## config.mk

```make
export PLATFORM = sky130hd
export DESIGN_NAME = tcc_queue
export DESIGN_NICKNAME = d
export VERILOG_FILES = /design/src/rtl/traffic_class_counters_core_assert.svh /design/src/rtl/tcc_pkg.sv /design/src/rtl/tcc_queue.sv
export SDC_FILE = /design/constraint.sdc
export NUM_CORES = 1
export LEC_CHECK = 0
export ABC_AREA = 1
export BUFFER_PORTS_ARGS = -buffer_cell sky130_fd_sc_hd__buf_4
export CORE_UTILIZATION = 40
export CTS_BUF_LIST = sky130_fd_sc_hd__clkbuf_8
export CTS_CLUSTER_SIZE = 24
export DETAILED_ROUTE_END_ITERATION = 12
export PLACE_DENSITY = 0.76
export REMOVE_ABC_BUFFERS = 1
export SYNTH_ARGS = -nofsm -noshare
export SYNTH_HDL_FRONTEND = slang
export SYNTH_SLANG_ARGS = --single-unit
export TNS_END_PERCENT = 10
```

## constraint.sdc

```tcl
create_clock -name clock -period 7.5 [get_ports clock]
set_clock_uncertainty 0.1 [all_clocks]
set_input_delay 1.5 -clock clock [delete_from_list [all_inputs] [get_ports clock]]
set_output_delay 1.5 -clock clock [all_outputs]
set_load 0.02 [all_outputs]
```

## src/rtl/traffic_class_counters_core_assert.svh

```systemverilog
// Assertion macros for the traffic class counter core.
// Depends on nothing; define NO_ASSERTIONS to compile the checks away.
`ifndef TRAFFIC_CLASS_COUNTERS_CORE_ASSERT_SVH
`define TRAFFIC_CLASS_COUNTERS_CORE_ASSERT_SVH
`ifndef NO_ASSERTIONS
// The consequent must hold in the same cycle as the antecedent.
`define TCC_ASSERT_SAME(lbl, clk, rst, ante, cons, msg) \
   lbl: assert property (@(posedge clk) disable iff (rst) (ante) |-> (cons)) else $error(msg);
// The consequent must hold in the cycle after the antecedent.
`define TCC_ASSERT_NEXT(lbl, clk, rst, ante, cons, msg) \
   lbl: assert property (@(posedge clk) disable iff (rst) (ante) |=> (cons)) else $error(msg);
`else
`define TCC_ASSERT_SAME(lbl, clk, rst, ante, cons, msg)
`define TCC_ASSERT_NEXT(lbl, clk, rst, ante, cons, msg)
`endif
`endif

```

## src/rtl/tcc_pkg.sv

```systemverilog
// Shared types, codes and helpers for the traffic class counter core.
// Depends on nothing; every source file but tcc_ram and the assertion header imports it.
package tcc_pkg;

   localparam int ETHER_SLOTS_DEF = 16;
   localparam int PORT_RANGES_DEF = 4;
   localparam int WIFI_KINDS      = 64;
   localparam int RANGE_REGS      = 4;
   localparam int MAX_RANGES      = 16;
   localparam int CNT_W           = 64;

   // Command codes.
   localparam logic CMD_COUNT = 1'b0;
   localparam logic CMD_READ  = 1'b1;

   // Class codes, also bit positions in the enable and present masks.
   localparam logic [2:0] CLS_ETHER = 3'd0;
   localparam logic [2:0] CLS_WIFI  = 3'd1;
   localparam logic [2:0] CLS_IP    = 3'd2;
   localparam logic [2:0] CLS_TCP   = 3'd3;
   localparam logic [2:0] CLS_UDP   = 3'd4;

   // Configuration register indexes.
   localparam logic [2:0] CSR_ENABLE     = 3'd0;
   localparam logic [2:0] CSR_TCP_COUNT  = 3'd1;
   localparam logic [2:0] CSR_UDP_COUNT  = 3'd2;
   localparam logic [2:0] CSR_TCP_FIRST  = 3'd3;
   localparam logic [2:0] CSR_TCP_SECOND = 3'd4;
   localparam logic [2:0] CSR_UDP_FIRST  = 3'd5;
   localparam logic [2:0] CSR_UDP_SECOND = 3'd6;

   typedef struct packed {
      logic        cmd;
      logic [15:0] frame_length;
      logic [4:0]  present_mask;
      logic [15:0] ether_type;
      logic [5:0]  wifi_kind;
      logic [7:0]  ip_protocol;
      logic [15:0] ip_total_length;
      logic [3:0]  ip_header_words;
      logic [15:0] source_port;
      logic [15:0] dest_port;
      logic [2:0]  read_class;
      logic [7:0]  read_index;
   } tcc_req_type;

   typedef struct packed {
      logic [2:0]  record_class;
      logic [15:0] key_type;
      logic [15:0] key_subtype;
      logic [63:0] packet_total;
      logic [63:0] byte_total;
      logic        entry_used;
      logic        ether_overflow;
   } tcc_rsp_type;

   // Classified work item handed from the front end to the back end.
   typedef struct packed {
      logic                  cmd;
      logic [4:0]            act;
      logic [15:0]           frame_length;
      logic [15:0]           ip_total_length;
      logic [15:0]           l4_length;
      logic [15:0]           ether_type;
      logic [5:0]            wifi_kind;
      logic [7:0]            ip_protocol;
      logic [MAX_RANGES-1:0] tcp_hit;
      logic [MAX_RANGES-1:0] udp_hit;
      logic [2:0]            read_class;
      logic [7:0]            read_index;
   } tcc_op_type;

   typedef struct packed {
      logic empty;
      logic full;
   } tcc_qstat_type;

   typedef struct packed {
      logic [4:0]  enable;
      logic [2:0]  tcp_count;
      logic [2:0]  udp_count;
      logic [63:0] tcp_first;
      logic [63:0] tcp_second;
      logic [63:0] udp_first;
      logic [63:0] udp_second;
   } tcc_cfg_type;

   // Low or high port of a range; ranges without a register read as zero.
   function automatic logic [15:0] range_port(input logic [63:0] first,
                                              input logic [63:0] second,
                                              input logic [7:0]  r,
                                              input logic        hi);
      logic [63:0] word;
      logic [5:0]  sh;
      word = r[1] ? second : first;
      sh   = {r[0], hi, 4'b0000};
      if (r > 8'(RANGE_REGS - 1)) begin
         return 16'd0;
      end
      return word[sh +: 16];
   endfunction

endpackage

```

## src/rtl/tcc_queue.sv

```systemverilog
// Two-entry queue of classified work items between front and back end.
// Depends on tcc_pkg.
module tcc_queue (
   input  logic                   clock,
   input  logic                   reset,
   input  logic                   push,
   input  tcc_pkg::tcc_op_type    push_op,
   input  logic                   pop,
   output tcc_pkg::tcc_op_type    head_op,
   output tcc_pkg::tcc_qstat_type stat
);
   import tcc_pkg::*;

   tcc_op_type slot_ff [2];
   logic [1:0] count_ff, count_in;
   logic       wr_ff, wr_in;
   logic       rd_ff, rd_in;

   // Pointer and fill bookkeeping.
   always_comb begin
      wr_in    = push ? ~wr_ff : wr_ff;
      rd_in    = pop ? ~rd_ff : rd_ff;
      count_in = count_ff + 2'(push) - 2'(pop);
   end

   always_ff @(posedge clock) begin
      if (reset) begin
         count_ff <= 2'd0;
         wr_ff    <= 1'b0;
         rd_ff    <= 1'b0;
      end else begin
         count_ff <= count_in;
         wr_ff    <= wr_in;
         rd_ff    <= rd_in;
      end
      if (push) begin
         slot_ff[wr_ff] <= push_op;
      end
   end

   assign head_op    = slot_ff[rd_ff];
   assign stat.empty = (count_ff == 2'd0);
   assign stat.full  = (count_ff == 2'd2);

endmodule

```

==> results_dict.tcl <==
set metrics [dict create \
    fin_crit_ns 3.762 \
    cts_sinks 259 \
    synth_warnings 0 \
    wl_mm 17.99 \
    multi_input_area_um2 1644 \
    ys_ff_latch 259 \
    crit_family "buffers and inverters" \
    grt-ovfl-total 0 \
    die_y_um 156.1 \
    coreArea_um2 23400 \
    rsz0062_at_grt "false" \
    r2r_slack_ns 5.12 \
    avgSynthCellArea_um2 22.29 \
    worstPathCellList "buf_12, mux2_2, buf_4" \
    clockRootBuffer "clkbuf_8" \
    synth_cell_types 14 \
    cp_max_fo 127 \
    crit_arrival_ns 2.16 \
    syn2layout_area_growth_pct 32.57 \
    grtUsageTotal_pct 14.13 \
    outcome "finished, final reports clean" \
    hpwl_mm 11.07 \
    maxCapViolCount 0 \
    powerDensity_nw_per_um2 261.9 \
    synth-seq-area-share_pct 81.38 \
    first_pass_iters 4 \
    drc 0 \
    min_period_over_period_pct 50.16 \
    critPathKind "flip-flop to output port" \
    cts_hold_buf 0 \
    nFillCells 1900 \
    cts_setup_buffers 0 \
    irDropWorstVdd_mv 0.1771 \
    regArea_um2 7731 \
    insertedDiodeCount 0 \
    netlist_instances 426 \
    required_ns 5.90 \
    initial_utilization_pct 40.57 \
    leakage_nw 4.842 \
    max_freq_mhz 265.8 \
    cpMaxStageDelayCell "buf_12" \
    tightest_slew_ns 0.9568 \
    cts_resized 0 \
    cts_max_level 2 \
    drtIter0Drc 219 \
    grt_pass1_vias 5078 \
    antenna_found_initial 0 \
    synth_area_leaders "edfxtp_1 (80%), mux2_2 (12%), mux2_4 (4.7%)" \
    cp-start-kind "flip-flop" \
    grt_start_max_net_pins 128 \
    rows 56 \
    cts_buffer_depth 3 \
    yosys.area.top_type_share_pct 80.33 \
    relSlewSlack_pct 36.22 \
    fin_setup_tns_ns 0 \
    path_buf_inv 2 \
    cts_tree "done" \
    hold_viol_final 0 \
    maxSlewViolCount 0 \
    yosys.area.top_type "edfxtp_1" \
    slowest_delay_ns 0.54 \
    ant_nets 0 \
    worst_skew_pair.late_latency_ns 0.52 \
    viasPerCell 4.576 \
    num_vias 4892 \
    setup_viol 0 \
    drive_gt1_share_pct 59.20 \
    numPortBuffers 259 \
    place_congestion 0.6824 \
    die-area_um2 24360 \
    grt_pass1_wl_mm 26.16 \
    end_kind "output port" \
    clk_pin_slew_ns 0.06 \
    fin_cells 1069 \
    hp-class "flip-flop to flip-flop" \
    cts-buffers-inserted 42 \
    fin_nets 852 \
    avgRoutedWirePerCell_um 16.83 \
    fp.dieW_um 156.1 \
    dpl.cell_count 994 \
    syn_area_um2 9495 \
    holdWs_ns 0.4232 \
    io_pins 260 \
]
power breakdown:
| group | total (W) | switching [W] | internal (W) |
|---|---|---|---|
| logic | 0.000455 | 0.000236 | 0.000219 |
| registers | 0.00170 | 0.0000172 | 0.00168 |
| clock network | 0.00115 | 0.000525 | 0.000621 |
| total | 0.00330 | 0.000778 | 0.00252 |
logic make-up after synthesis:
group | after synthesis | share of synthesized area, %
simple gates | 14 | 0.5797
mux | 127 | 16.25
buf+inv | 22 | 1.384
fa+ha+maj | 2 | 0.2635
compound gates | 1 | 0.05266
flops | 259 | 81.38
xor+xnor | 1 | 0.09226
Yosys cell counts:
cell type / count
buf_2: 9
nor2_1: 8
mux2_4: 30
nand2_1: 4
nor3_1: 1
inv_1: 8
buf_6: 5
mux2_2: 97
edfxtp_1: 254
nand3_1: 1
ha_1: 2
dfxtp_1: 5
xnor2_1: 1
a21oi_1: 1
state kept, by name, indices dropped and copies added, names as in the netlist, named ones only:
| register | flops |
|---|---|
| rd_ff | 1 |
| wr_ff | 1 |
| count_ff | 2 |
| slot_ff | 254 |
worst register-to-register path, cell delays in order, from the launching register on:
cell,delay (ns)
dfxtp_1,0.40
nand2_1,0.14
inv_6,0.44
buf_4,0.84
routing by layer:
metal  routed length (um)  global-route usage (%)
met2                 8895                   23.75
met3                 1688                   5.778
met4                  340                   4.949
met1                 7062                   16.23
met5                    0                       0
through the flow:
| stage | area, um^2 | total power (W) | util [%] | setup WS (ns) |
|---|---|---|---|---|
| after floorplan | 9394 | 0.001994 | - | -0.07033 |
| after global placement | 11800 | 0.002177 | 50.41 | 3.903 |
| after detailed placement | 11800 | 0.002186 | 50.41 | 3.895 |
| after CTS | 12590 | 0.003348 | 53.79 | 3.729 |
| after global routing | 12590 | 0.003430 | 53.79 | 3.660 |
| final | 12590 | 0.003296 | 53.79 | 3.738 |
cells in the final DEF, fill, tap and decap left out:
master      instances
mux2_2             97
clkinvlp_4          1
dfxtp_4             1
inv_6               1
nor2_4              1
edfxtp_1          254
a21oi_1             1
ha_1                2
buf_12              1
nor3_1              1
clkinv_2            3
clkbuf_8           45
nand3_1             1
xnor2_1             1
nor2_1              7
bufinv_16           2
mux2_4             30
buf_4             262
clkinv_1            4
inv_1              27
nand2_1             4
dfxtp_1             4
area by class of cell:
cell class,count,area share (%)
inverters,8,0.2783
well taps,319,3.171
repair buffers,263,15.78
multi-input cells,145,13.06
clock inverters,30,1.372
flip-flops and latches,259,61.42
clock buffers,45,4.920
final timing paths:
kind / start / end / cells after the start
setup / recovery: flip-flop / head_op[15] / 3
hold / removal: rd_ff / flip-flop / 2
setup reg to reg: wr_ff / slot_ff[1][92] / 3
hold reg to reg: rd_ff / flip-flop / 2
No activity file was read; power rests on OpenSTA's default activity.
