<file path="config.mk">
export PLATFORM = sky130hd
export DESIGN_NAME = tcc_front
export DESIGN_NICKNAME = d
export VERILOG_FILES = /design/src/rtl/traffic_class_counters_core_assert.svh /design/src/rtl/tcc_pkg.sv /design/src/rtl/tcc_front.sv
export SDC_FILE = /design/constraint.sdc
export NUM_CORES = 1
export LEC_CHECK = 0
export BUFFER_PORTS_ARGS = -buffer_cell sky130_fd_sc_hd__buf_2
export CELL_PAD_IN_SITES_DETAIL_PLACEMENT = 0
export CELL_PAD_IN_SITES_GLOBAL_PLACEMENT = 1
export CORE_MARGIN = 4
export CORE_UTILIZATION = 35
export DETAILED_ROUTE_END_ITERATION = 12
export PLACE_DENSITY_LB_ADDON = 0.25
export SKIP_LAST_GASP = 1
export SYNTH_ARGS = -nofsm -noshare
export SYNTH_HDL_FRONTEND = slang
export SYNTH_SLANG_ARGS = --single-unit
</file>
<file path="constraint.sdc">
create_clock -name vclk -period 2.6
set_input_delay 0.39 -clock vclk [all_inputs]
set_output_delay 0.39 -clock vclk [all_outputs]
set_load 0.02 [all_outputs]
</file>
<file path="src/rtl/traffic_class_counters_core_assert.svh">
// Assertion macros for the traffic class counter core.
// Depends on nothing; define NO_ASSERTIONS to compile the checks away.
`ifndef TRAFFIC_CLASS_COUNTERS_CORE_ASSERT_SVH
`define TRAFFIC_CLASS_COUNTERS_CORE_ASSERT_SVH
`ifndef NO_ASSERTIONS
// The consequent must hold in the same cycle as the antecedent.
`define TCC_ASSERT_SAME(lbl, clk, rst, ante, cons, msg) \
   lbl: assert property (@(posedge clk) disable iff (rst) (ante) |-> (cons)) else $error(msg);
// The consequent must hold in the cycle after the antecedent.
`define TCC_ASSERT_NEXT(lbl, clk, rst, ante, cons, msg) \
   lbl: assert property (@(posedge clk) disable iff (rst) (ante) |=> (cons)) else $error(msg);
`else
`define TCC_ASSERT_SAME(lbl, clk, rst, ante, cons, msg)
`define TCC_ASSERT_NEXT(lbl, clk, rst, ante, cons, msg)
`endif
`endif

</file>
<file path="src/rtl/tcc_pkg.sv">
// Shared types, codes and helpers for the traffic class counter core.
// Depends on nothing; every source file but tcc_ram and the assertion header imports it.
package tcc_pkg;

   localparam int ETHER_SLOTS_DEF = 16;
   localparam int PORT_RANGES_DEF = 4;
   localparam int WIFI_KINDS      = 64;
   localparam int RANGE_REGS      = 4;
   localparam int MAX_RANGES      = 16;
   localparam int CNT_W           = 64;

   // Command codes.
   localparam logic CMD_COUNT = 1'b0;
   localparam logic CMD_READ  = 1'b1;

   // Class codes, also bit positions in the enable and present masks.
   localparam logic [2:0] CLS_ETHER = 3'd0;
   localparam logic [2:0] CLS_WIFI  = 3'd1;
   localparam logic [2:0] CLS_IP    = 3'd2;
   localparam logic [2:0] CLS_TCP   = 3'd3;
   localparam logic [2:0] CLS_UDP   = 3'd4;

   // Configuration register indexes.
   localparam logic [2:0] CSR_ENABLE     = 3'd0;
   localparam logic [2:0] CSR_TCP_COUNT  = 3'd1;
   localparam logic [2:0] CSR_UDP_COUNT  = 3'd2;
   localparam logic [2:0] CSR_TCP_FIRST  = 3'd3;
   localparam logic [2:0] CSR_TCP_SECOND = 3'd4;
   localparam logic [2:0] CSR_UDP_FIRST  = 3'd5;
   localparam logic [2:0] CSR_UDP_SECOND = 3'd6;

   typedef struct packed {
      logic        cmd;
      logic [15:0] frame_length;
      logic [4:0]  present_mask;
      logic [15:0] ether_type;
      logic [5:0]  wifi_kind;
      logic [7:0]  ip_protocol;
      logic [15:0] ip_total_length;
      logic [3:0]  ip_header_words;
      logic [15:0] source_port;
      logic [15:0] dest_port;
      logic [2:0]  read_class;
      logic [7:0]  read_index;
   } tcc_req_type;

   typedef struct packed {
      logic [2:0]  record_class;
      logic [15:0] key_type;
      logic [15:0] key_subtype;
      logic [63:0] packet_total;
      logic [63:0] byte_total;
      logic        entry_used;
      logic        ether_overflow;
   } tcc_rsp_type;

   // Classified work item handed from the front end to the back end.
   typedef struct packed {
      logic                  cmd;
      logic [4:0]            act;
      logic [15:0]           frame_length;
      logic [15:0]           ip_total_length;
      logic [15:0]           l4_length;
      logic [15:0]           ether_type;
      logic [5:0]            wifi_kind;
      logic [7:0]            ip_protocol;
      logic [MAX_RANGES-1:0] tcp_hit;
      logic [MAX_RANGES-1:0] udp_hit;
      logic [2:0]            read_class;
      logic [7:0]            read_index;
   } tcc_op_type;

   typedef struct packed {
      logic empty;
      logic full;
   } tcc_qstat_type;

   typedef struct packed {
      logic [4:0]  enable;
      logic [2:0]  tcp_count;
      logic [2:0]  udp_count;
      logic [63:0] tcp_first;
      logic [63:0] tcp_second;
      logic [63:0] udp_first;
      logic [63:0] udp_second;
   } tcc_cfg_type;

   // Low or high port of a range; ranges without a register read as zero.
   function automatic logic [15:0] range_port(input logic [63:0] first,
                                              input logic [63:0] second,
                                              input logic [7:0]  r,
                                              input logic        hi);
      logic [63:0] word;
      logic [5:0]  sh;
      word = r[1] ? second : first;
      sh   = {r[0], hi, 4'b0000};
      if (r > 8'(RANGE_REGS - 1)) begin
         return 16'd0;
      end
      return word[sh +: 16];
   endfunction

endpackage

</file>
<file path="src/rtl/tcc_front.sv">
// Front end: classifies one request into a work item for the back end.
// Depends on tcc_pkg.
module tcc_front #(
   parameter int PORT_RANGES = tcc_pkg::PORT_RANGES_DEF
) (
   input  tcc_pkg::tcc_req_type req,
   input  tcc_pkg::tcc_cfg_type cfg,
   output tcc_pkg::tcc_op_type  op,
   output logic                 keep
);
   import tcc_pkg::*;

   logic [5:0]  hdr_bytes;
   logic [15:0] tlo, thi, ulo, uhi;

   always_comb begin
      op                 = '0;
      op.cmd             = req.cmd;
      op.frame_length    = req.frame_length;
      op.ip_total_length = req.ip_total_length;
      op.ether_type      = req.ether_type;
      op.wifi_kind       = req.wifi_kind;
      op.ip_protocol     = req.ip_protocol;
      op.read_class      = req.read_class;
      op.read_index      = req.read_index;

      // Classes that count: present, enabled, and IP for layer 4.
      op.act = req.present_mask & cfg.enable;
      op.act[CLS_TCP] = op.act[CLS_TCP] & req.present_mask[CLS_IP];
      op.act[CLS_UDP] = op.act[CLS_UDP] & req.present_mask[CLS_IP];

      // Layer-4 payload length, saturating at zero.
      hdr_bytes = {req.ip_header_words, 2'b00};
      op.l4_length = (req.ip_total_length >= 16'(hdr_bytes)) ?
                     req.ip_total_length - 16'(hdr_bytes) : 16'd0;

      // Port range matching on either port.
      for (int r = 0; r < MAX_RANGES; r++) begin
         tlo = range_port(cfg.tcp_first, cfg.tcp_second, 8'(r), 1'b0);
         thi = range_port(cfg.tcp_first, cfg.tcp_second, 8'(r), 1'b1);
         ulo = range_port(cfg.udp_first, cfg.udp_second, 8'(r), 1'b0);
         uhi = range_port(cfg.udp_first, cfg.udp_second, 8'(r), 1'b1);
         op.tcp_hit[r] = (r < PORT_RANGES) && (r < RANGE_REGS) && (r < int'(cfg.tcp_count))
            && ((req.source_port >= tlo && req.source_port <= thi)
             || (req.dest_port >= tlo && req.dest_port <= thi));
         op.udp_hit[r] = (r < PORT_RANGES) && (r < RANGE_REGS) && (r < int'(cfg.udp_count))
            && ((req.source_port >= ulo && req.source_port <= uhi)
             || (req.dest_port >= ulo && req.dest_port <= uhi));
      end

      // Reads of a class that does not exist give no result.
      keep = !(req.cmd == CMD_READ && req.read_class > CLS_UDP);
   end

endmodule

</file>
==> flow_summary.yaml, run 1 <==
die:
  die_h_um: 200
  core-area_um2: 36500
  die_x_um: 200
  rows: 70
  die_area_um2: 40100
  initial_core_util_pct: 35.4
  pin_count: 510
worst_hold_path:
  min_path_type: "input port to output port"
grt:
  grt_pass1_wl_um: 85400
  grt_use_total_pct: 26.9
  grt_pass1_vias: 15000
  antenna_found_initial: 0
  grt_use_met2_pct: 47.7
  met3_usage_pct: 3.30
  use_met1_pct: 34.3
  grt_max_degree: 15
  overflow: 0
  busiest_layer: "met2"
power:
  internal_power_mw: 1.58
  pwr-share-seq_pct: 0
  clockPowerShare_pct: 0
  leakage_nw: 10.1
  swShare_pct: 53.1
  ir_drop_v: 0.000112
  switchingPower_mw: 1.79
  combPwrFrac_pct: 100.0
  p_total_mw: 3.38
  power_density_nw_per_um2: 182
routing:
  vias: 14800
  ant_nets: 0
  drt-pass1-iter-count: 5
  wirelength_um: 58300
  routedWlPerCell_um: 21.5
  drc: 0
  drtIter0Drc: 738
  vias_per_cell: 5.45
sta:
  rsz0062_at_grt: "yes"
  finalSetupViolations: 8
  fin_hold_ws_ps: 780
  fin_crit_sh_pct: 108
  layout_setup_ws_ps: -198
  max_freq_mhz: 357
  hold_violations: 0
  min_period_ps: 2800
  slew_violations: 0
critical_path:
  cp_common_cell: "buf_12"
  worst-path-stages: 9
  crit_path_end: "op[11]"
  end_kind: "output port"
  cp_cell_sequence: "buf_12 -> buf_12 -> ha_1 -> nand4_1 -> or4_4 -> or3_1 -> a22oi_1 -> o32a_1 -> buf_6"
  startpoint_type: "input port"
  crit_buf_inv: 3
  crit_path_max_incr_delay_ps: 490
  cp.arrival_ps: 2410
  cp_slowest_cell: "or4_4"
  cp_top_family: "simple AND/OR/NAND/NOR gates"
  startpoint: "req[35]"
  worst-endpoint-required_ps: 2210
  critPathKind: "input port to output port"
  crit_fanout: 5
flow_run:
  max_cap_violations: 0
synth:
  yosys.area.top_type_share_pct: 50.0
  synthesis.area_um2: 12900
  synth_cells: 1674
  synth_top_area_cell: "ha_1"
  syn_avg_cell_area_um2: 7.72
  yosysUniqueCellTypes: 58
  ys_top_cells_by_area: "ha_1 50%, inv_1 7.6%, a21oi_1 6.4%"
  yosysWarnings: 0
  ys_seq_area_share_pct: 0
cells_and_area:
  nNetsFinal: 3145
  syn_to_final_growth_pct: 43.7
  fillCellCount: 3598
  n_clock_buffer: 0
  drive_gt1_share_pct: 35.2
  multi_input_area_um2: 12400
  num_antenna_cells: 0
  seq_cells: 0
  seq_area_um2: 0
  final_cells: 2712
clocking:
  cts_hold_buf: 0
place:
  place_congestion: 0.923
  post-place-cells: 2682
  dp_slack_ps: -582
  io_buffers: 378
  hpwl_um: 47900
status:
  violations: "negative setup slack"
  status: "finished, violations left"
cells in the final DEF (no fill, tap or decap), drive strengths merged, types with 11 or more instances in the layout:
master	instances
o221ai	11
nor3	12
nand2	113
nand3	59
o211ai	19
ha	516
nor2	33
and4	13
o21ai	55
a31oi	12
or4	12
nand2b	29
a221o	24
a221oi	18
conb	24
buf	644
nand4	70
inv	262
a21oi	166
or3	12
o21a	13
a211oi	14
a21o	20
through the flow:
stage          cell area, µm²  TNS [ps]  util [%]
2_1_floorplan           13000         0         -
3_3_place_gp            16800     -3550      45.9
3_5_place_dp            16800     -3670      45.9
4_1_cts                 17700     -1490      48.4
5_1_grt                 18600     -1680      50.8
6_report                18600     -1100      50.8
power by group through the flow:
stage | sequential, mW | combinational [mW] | clock (mW)
2_1_floorplan | 0 | 1.69 | 0
3_3_place_gp | 0 | 2.90 | 0
3_5_place_dp | 0 | 2.98 | 0
4_1_cts | 0 | 3.17 | 0
5_1_grt | 0 | 3.75 | 0
6_report | 0 | 3.38 | 0
cell families after synthesis:
logic type,share of synthesized area (%)
fa+ha+maj,50.1
compound gates,19.9
simple gates,16.0
buf+inv,13.4
xor+xnor,0.407
mux,0.174
other cells,0.0290
Yosys cell counts (all sizes together) (3+ instances only):
library cell,n
nand2,113
nand2b,29
inv,263
o211ai,19
a221oi,18
nor2,33
a211o,3
o22ai,3
a22oi,4
a41oi,6
and4,13
and2,4
o221ai,11
o21a,13
buf,99
a41o,7
a31oi,12
o21ai,55
a21o,20
nor3,12
a221o,24
nand4,70
or4,12
or2,4
nor2b,10
xnor2,4
a211oi,14
nor4,7
a21boi,3
or3,12
nand3,59
o2bb2ai,7
a21oi,166
ha,516
cell type report:
cell class         instances  area share, %
multi-input cells       1335           66.8
repair buffers           646           24.7
inverters                263           5.34
well taps                468           3.15
how the worst min path moves through the flow:
stage	startpoint	endpoint	slack [ps]	depth (start not counted)
after global placement	req[107]	op[114]	780	0
after CTS	req[107]	op[114]	780	0
final	req[102]	op[109]	780	0
after detailed placement	req[107]	op[114]	780	0
after global routing	req[112]	op[119]	780	0
after floorplan	req[0]	op[0]	890	1
what timing repair did:
item	CTS	global route
gates resized for setup	145	122
buffers inserted	18	11
setup endpoints to repair	10	22
gates cloned	1	1
pin swaps	51	66
per-layer routing:
| metal | part of all wire (%) | vias to the layer above |
|---|---|---|
| met2 | 47 | 513 |
| met5 | 0 | - |
| li1 | - | 7269 |
| met1 | 44 | 6883 |
| met3 | 5.3 | 120 |
| met4 | 3.7 | 0 |
Note: power is estimated with default switching activity, not from simulation.
==> run 2: changes to the inputs <==
--- a/config.mk
+++ b/config.mk
@@ -9,5 +9,5 @@
 export CELL_PAD_IN_SITES_DETAIL_PLACEMENT = 0
 export CELL_PAD_IN_SITES_GLOBAL_PLACEMENT = 1
-export CORE_MARGIN = 4
+export CORE_MARGIN = 5
 export CORE_UTILIZATION = 35
 export DETAILED_ROUTE_END_ITERATION = 12
==> constraint.sdc (replaced) <==
create_clock -name vclk -period 2.6
set_input_delay 0.13 -clock vclk [all_inputs]
set_output_delay 0.13 -clock vclk [all_outputs]
set_load 0.02 [all_outputs]
==> run 2 against run 1 <==
Against the previous run:
- hold slack got worse by 520 ps
- routed wire length decreased by 4.1%
- power decreased by 19%
- core utilization decreased by 8.4 points
- via count decreased by 6.2%
- cell count decreased by 7.3%
- critical endpoint unchanged
- the run now ends clean
- first-iteration DRC count increased by 0.54%
- largest power group unchanged
- highest routed layer unchanged
==> flow_summary.yaml, run 2 (synthesis results as in run 1) <==
status:
  status: "completed"
grt:
  grt_pass1_vias: 14000
  grt_max_degree: 17
  overflow: 0
  grt_use_met2_pct: 44.4
  busiest_layer: "met2"
  grt_pass1_wl_um: 81500
  met3_usage_pct: 3.05
  use_met1_pct: 33.6
  antenna_found_initial: 0
  grt_use_total_pct: 25.7
worst_hold_path:
  min_to: "op[109]"
  hold_start: "req[102]"
  whs_path_depth: 0
  min_path_type: "input port to output port"
sta:
  fin_crit_sh_pct: 97.6
  max-slew-margin-rel_pct: 52.0
  hold_violations: 0
  finalSetupViolations: 0
  worst_pin_slew_ps: 721
  slew_violations: 0
  tns_ps: 0
  max_freq_mhz: 394
  min_period_ps: 2540
  rsz0062_at_grt: "no"
routing:
  drt-pass1-iter-count: 6
  vias: 13900
  drtIter0Drc: 742
  drc: 0
  ant_nets: 0
  routedWlPerCell_um: 22.2
  wirelength_um: 55900
  vias_per_cell: 5.51
critical_path:
  cp.arrival_ps: 2410
  crit_path_max_incr_delay_ps: 500
  cp_slowest_cell: "or4_1"
  crit_fanout: 5
  critPathKind: "input port to output port"
  cp_top_family: "simple AND/OR/NAND/NOR gates"
  startpoint_type: "input port"
  end_kind: "output port"
  crit_buf_inv: 3
  worst-endpoint-required_ps: 2470
  startpoint: "req[37]"
  cp_cell_sequence: "clkbuf_4 -> buf_4 -> ha_1 -> nand4_1 -> or4_1 -> or3_1 -> a22oi_1 -> o32a_1 -> buf_2"
  worst-path-stages: 9
cells_and_area:
  final_cells: 2515
  stdcell_area_um2: 15500
  finish.utilization_pct: 42.4
  drive_gt1_share_pct: 22.7
  syn_to_final_growth_pct: 19.8
  seq_area_um2: 0
  n_clock_buffer: 0
  final_common_cell: "ha_1"
  num_antenna_cells: 0
  nNetsFinal: 2948
  fillCellCount: 3802
  layout_common_cells: "516 x ha_1, 368 x buf_2, 263 x inv_1"
  seq_cells: 0
power:
  swShare_pct: 58.6
  switchingPower_mw: 1.61
  leakage_nw: 8.91
  clockPowerShare_pct: 0
  power_density_nw_per_um2: 177
  combPwrFrac_pct: 100.0
  ir_drop_v: 0.000103
  internal_power_mw: 1.14
  pwr-share-seq_pct: 0
die:
  die_area_um2: 40900
  rows: 70
  die_h_um: 202
  die_x_um: 202
  initial_core_util_pct: 35.4
  core-area_um2: 36500
  pin_count: 510
clocking:
  cts_setup_buffers: 0
  cts_hold_buf: 0
  ctsResizeCount: 0
place:
  io_buffers: 378
  place_congestion: 0.963
  post-place-cells: 2515
  placed_area_um2: 15400
  hpwl_um: 47800
flow_run:
  max_cap_violations: 0
## run 2: cell types whose count changed in the layout (fill, tap and decap cells not counted), sizes merged
cell / delta
inv: +1
clkbuf: +7
buf: -204
clkinvlp: -1
## run 2: power by group through the flow
stage               combinational (mW)  clock, mW  sequential [mW]
finish                            2.74          0                0
global placement                  2.63          0                0
CTS                               2.71          0                0
floorplan                         1.69          0                0
detailed placement                2.69          0                0
global route                      3.08          0                0
## run 2: routing by layer
| layer | up-vias | wire (µm) |
|---|---|---|
| met2 | 580 | 25600 |
| met3 | 112 | 3640 |
| li1 | 6864 | - |
| met1 | 6314 | 24700 |
| met5 | - | 0 |
| met4 | 0 | 2050 |
## run 2: worst max-delay path by stage
stage	end	slack, ps
6_report	op[11]	60
5_1_grt	op[13]	1
4_1_cts	op[27]	20
3_5_place_dp	op[27]	30
3_3_place_gp	op[27]	20
2_1_floorplan	op[12]	610
## run 2: area by class of cell
type                       count  area (µm²)  share of cell area, %
timing repair buffer         449        2620                   16.9
inverter                     263         987                   6.38
multi-input combinational   1335       11300                   72.9
tap                          468         586                   3.78
## run 2: stage by stage
| stage | power (mW) | setup WS (ps) | hold slack, ps |
|---|---|---|---|
| final | 2.74 | 61.7 | 260 |
| after floorplan | 1.69 | 607 | 373 |
| after CTS | 2.71 | 20.2 | 260 |
| after global placement | 2.63 | 18.2 | 260 |
| after global routing | 3.08 | 1.15 | 260 |
| after detailed placement | 2.69 | 27.9 | 260 |
==> run 3: changes to the inputs <==
Settings changed: SETUP_SLACK_MARGIN from default to 0.4.
==> run 3 against run 2 <==
Against the previous run:
- routed wire length grew 4.1%
- critical path depth is the same
- worst setup slack gained 240 ps
- maximum frequency is 10% higher
- non-clock buffer count rose by 31
- largest power group unchanged
==> flow_summary.yaml, run 3 (synthesis results as in run 1) <==
status:
  status: "completed"
cells_and_area:
  seq_area_um2: 0
  seq_cells: 0
  nNetsFinal: 2979
  layout_common_cells: "458 x ha_1, 342 x buf_2, 254 x inv_1"
  fillCellCount: 3664
  final_common_cell: "ha_1"
  drive_gt1_share_pct: 28.6
  num_antenna_cells: 0
  n_clock_buffer: 0
  syn_to_final_growth_pct: 31.9
grt:
  grt_pass1_vias: 14400
  grt_max_degree: 17
  grt_pass1_wl_um: 83800
  met3_usage_pct: 2.89
  antenna_found_initial: 0
  grt_use_total_pct: 26.3
  use_met1_pct: 34.2
  overflow: 0
  grt_use_met2_pct: 45.6
  busiest_layer: "met2"
critical_path:
  cp_cell_sequence: "buf_12 -> buf_6 -> ha_4 -> nand4_1 -> or4_1 -> or3_1 -> a22oi_1 -> o32a_1 -> buf_6"
  cp_slowest_cell: "or4_1"
  critPathKind: "input port to output port"
  startpoint_type: "input port"
  crit_fanout: 5
  crit_path_max_incr_delay_ps: 560
  cp.arrival_ps: 2170
  cp_common_cell: "buf_6"
  cp_top_family: "simple AND/OR/NAND/NOR gates"
  crit_buf_inv: 3
  end_kind: "output port"
  worst-endpoint-required_ps: 2470
die:
  core-area_um2: 36500
  die_area_um2: 40900
  rows: 70
  pin_count: 510
  die_x_um: 202
  initial_core_util_pct: 35.4
  die_h_um: 202
routing:
  routedWlPerCell_um: 22.8
  wirelength_um: 58200
  drtIter0Drc: 812
  vias: 14100
  drt-pass1-iter-count: 5
  ant_nets: 0
  vias_per_cell: 5.56
  drc: 0
worst_hold_path:
  whs_path_depth: 0
  min_to: "op[109]"
  hold_start: "req[102]"
  min_path_type: "input port to output port"
sta:
  layout_setup_ws_ps: 298
  finalSetupViolations: 0
  min_period_ps: 2300
  slew_violations: 0
  tns_ps: 0
  hold_violations: 0
  fin_crit_sh_pct: 88.5
  rsz0062_at_grt: "yes"
  max_freq_mhz: 434
place:
  io_buffers: 378
  hpwl_um: 47800
  place_congestion: 0.963
  dp_slack_ps: 27.9
power:
  leakage_nw: 9.24
  power_density_nw_per_um2: 179
  ir_drop_v: 0.000108
clocking:
  cts_hold_buf: 0
flow_run:
  max_cap_violations: 0
run 3: cell types whose count changed in the layout (fill, tap and decap cells not counted), sizes merged:
cell / change
clkbuf: -7
buf: +38
run 3: report_power, final:
part	switching (mW)	internal (mW)
registers	0	0
clock network	0	0
logic	1.71	1.34
total	1.71	1.34
run 3: area by class of cell:
cell class | count | area [µm²] | area share [%]
Multi-Input combinational cell | 1335 | 12200 | 71.6
Timing Repair Buffer | 480 | 3260 | 19.2
Inverter | 263 | 990 | 5.81
Tap cell | 468 | 586 | 3.44
run 3: worst max path at each step:
stage                   from     end  cells after the start
global route        cfg[213]  op[27]                     10
floorplan           cfg[122]  op[12]                      7
finish               req[37]  op[11]                      9
global placement     req[36]  op[27]                     10
CTS                  req[42]  op[12]                      9
detailed placement   req[36]  op[27]                     10
run 3: what timing repair did:
| action | in CTS | in global routing |
|---|---|---|
| endpoints found under the setup margin | 8 | 18 |
| gates resized for setup | 151 | 78 |
| pin swaps | 28 | 41 |
| setup buffers | 18 | 11 |
| cloned | 0 | 2 |
run 3: through the flow:
stage / cell area [µm²] / hold slack, ps / util [%] / instances / total power, mW
detailed placement: 15400 / 260 / 42.3 / 2515 / 2.69
floorplan: 13000 / 373 / - / 1697 / 1.69
finish: 17000 / 260 / 46.7 / 2546 / 3.05
CTS: 16400 / 260 / 44.9 / 2533 / 2.89
global placement: 15400 / 260 / 42.3 / 2515 / 2.63
global route: 17000 / 260 / 46.7 / 2546 / 3.40
run 3: per-layer routing:
| layer | up-vias | wire (µm) |
|---|---|---|
| li1 | 6922 | - |
| met1 | 6490 | 25200 |
| met2 | 599 | 26900 |
| met3 | 133 | 3590 |
| met4 | 0 | 2470 |
| met5 | - | 0 |
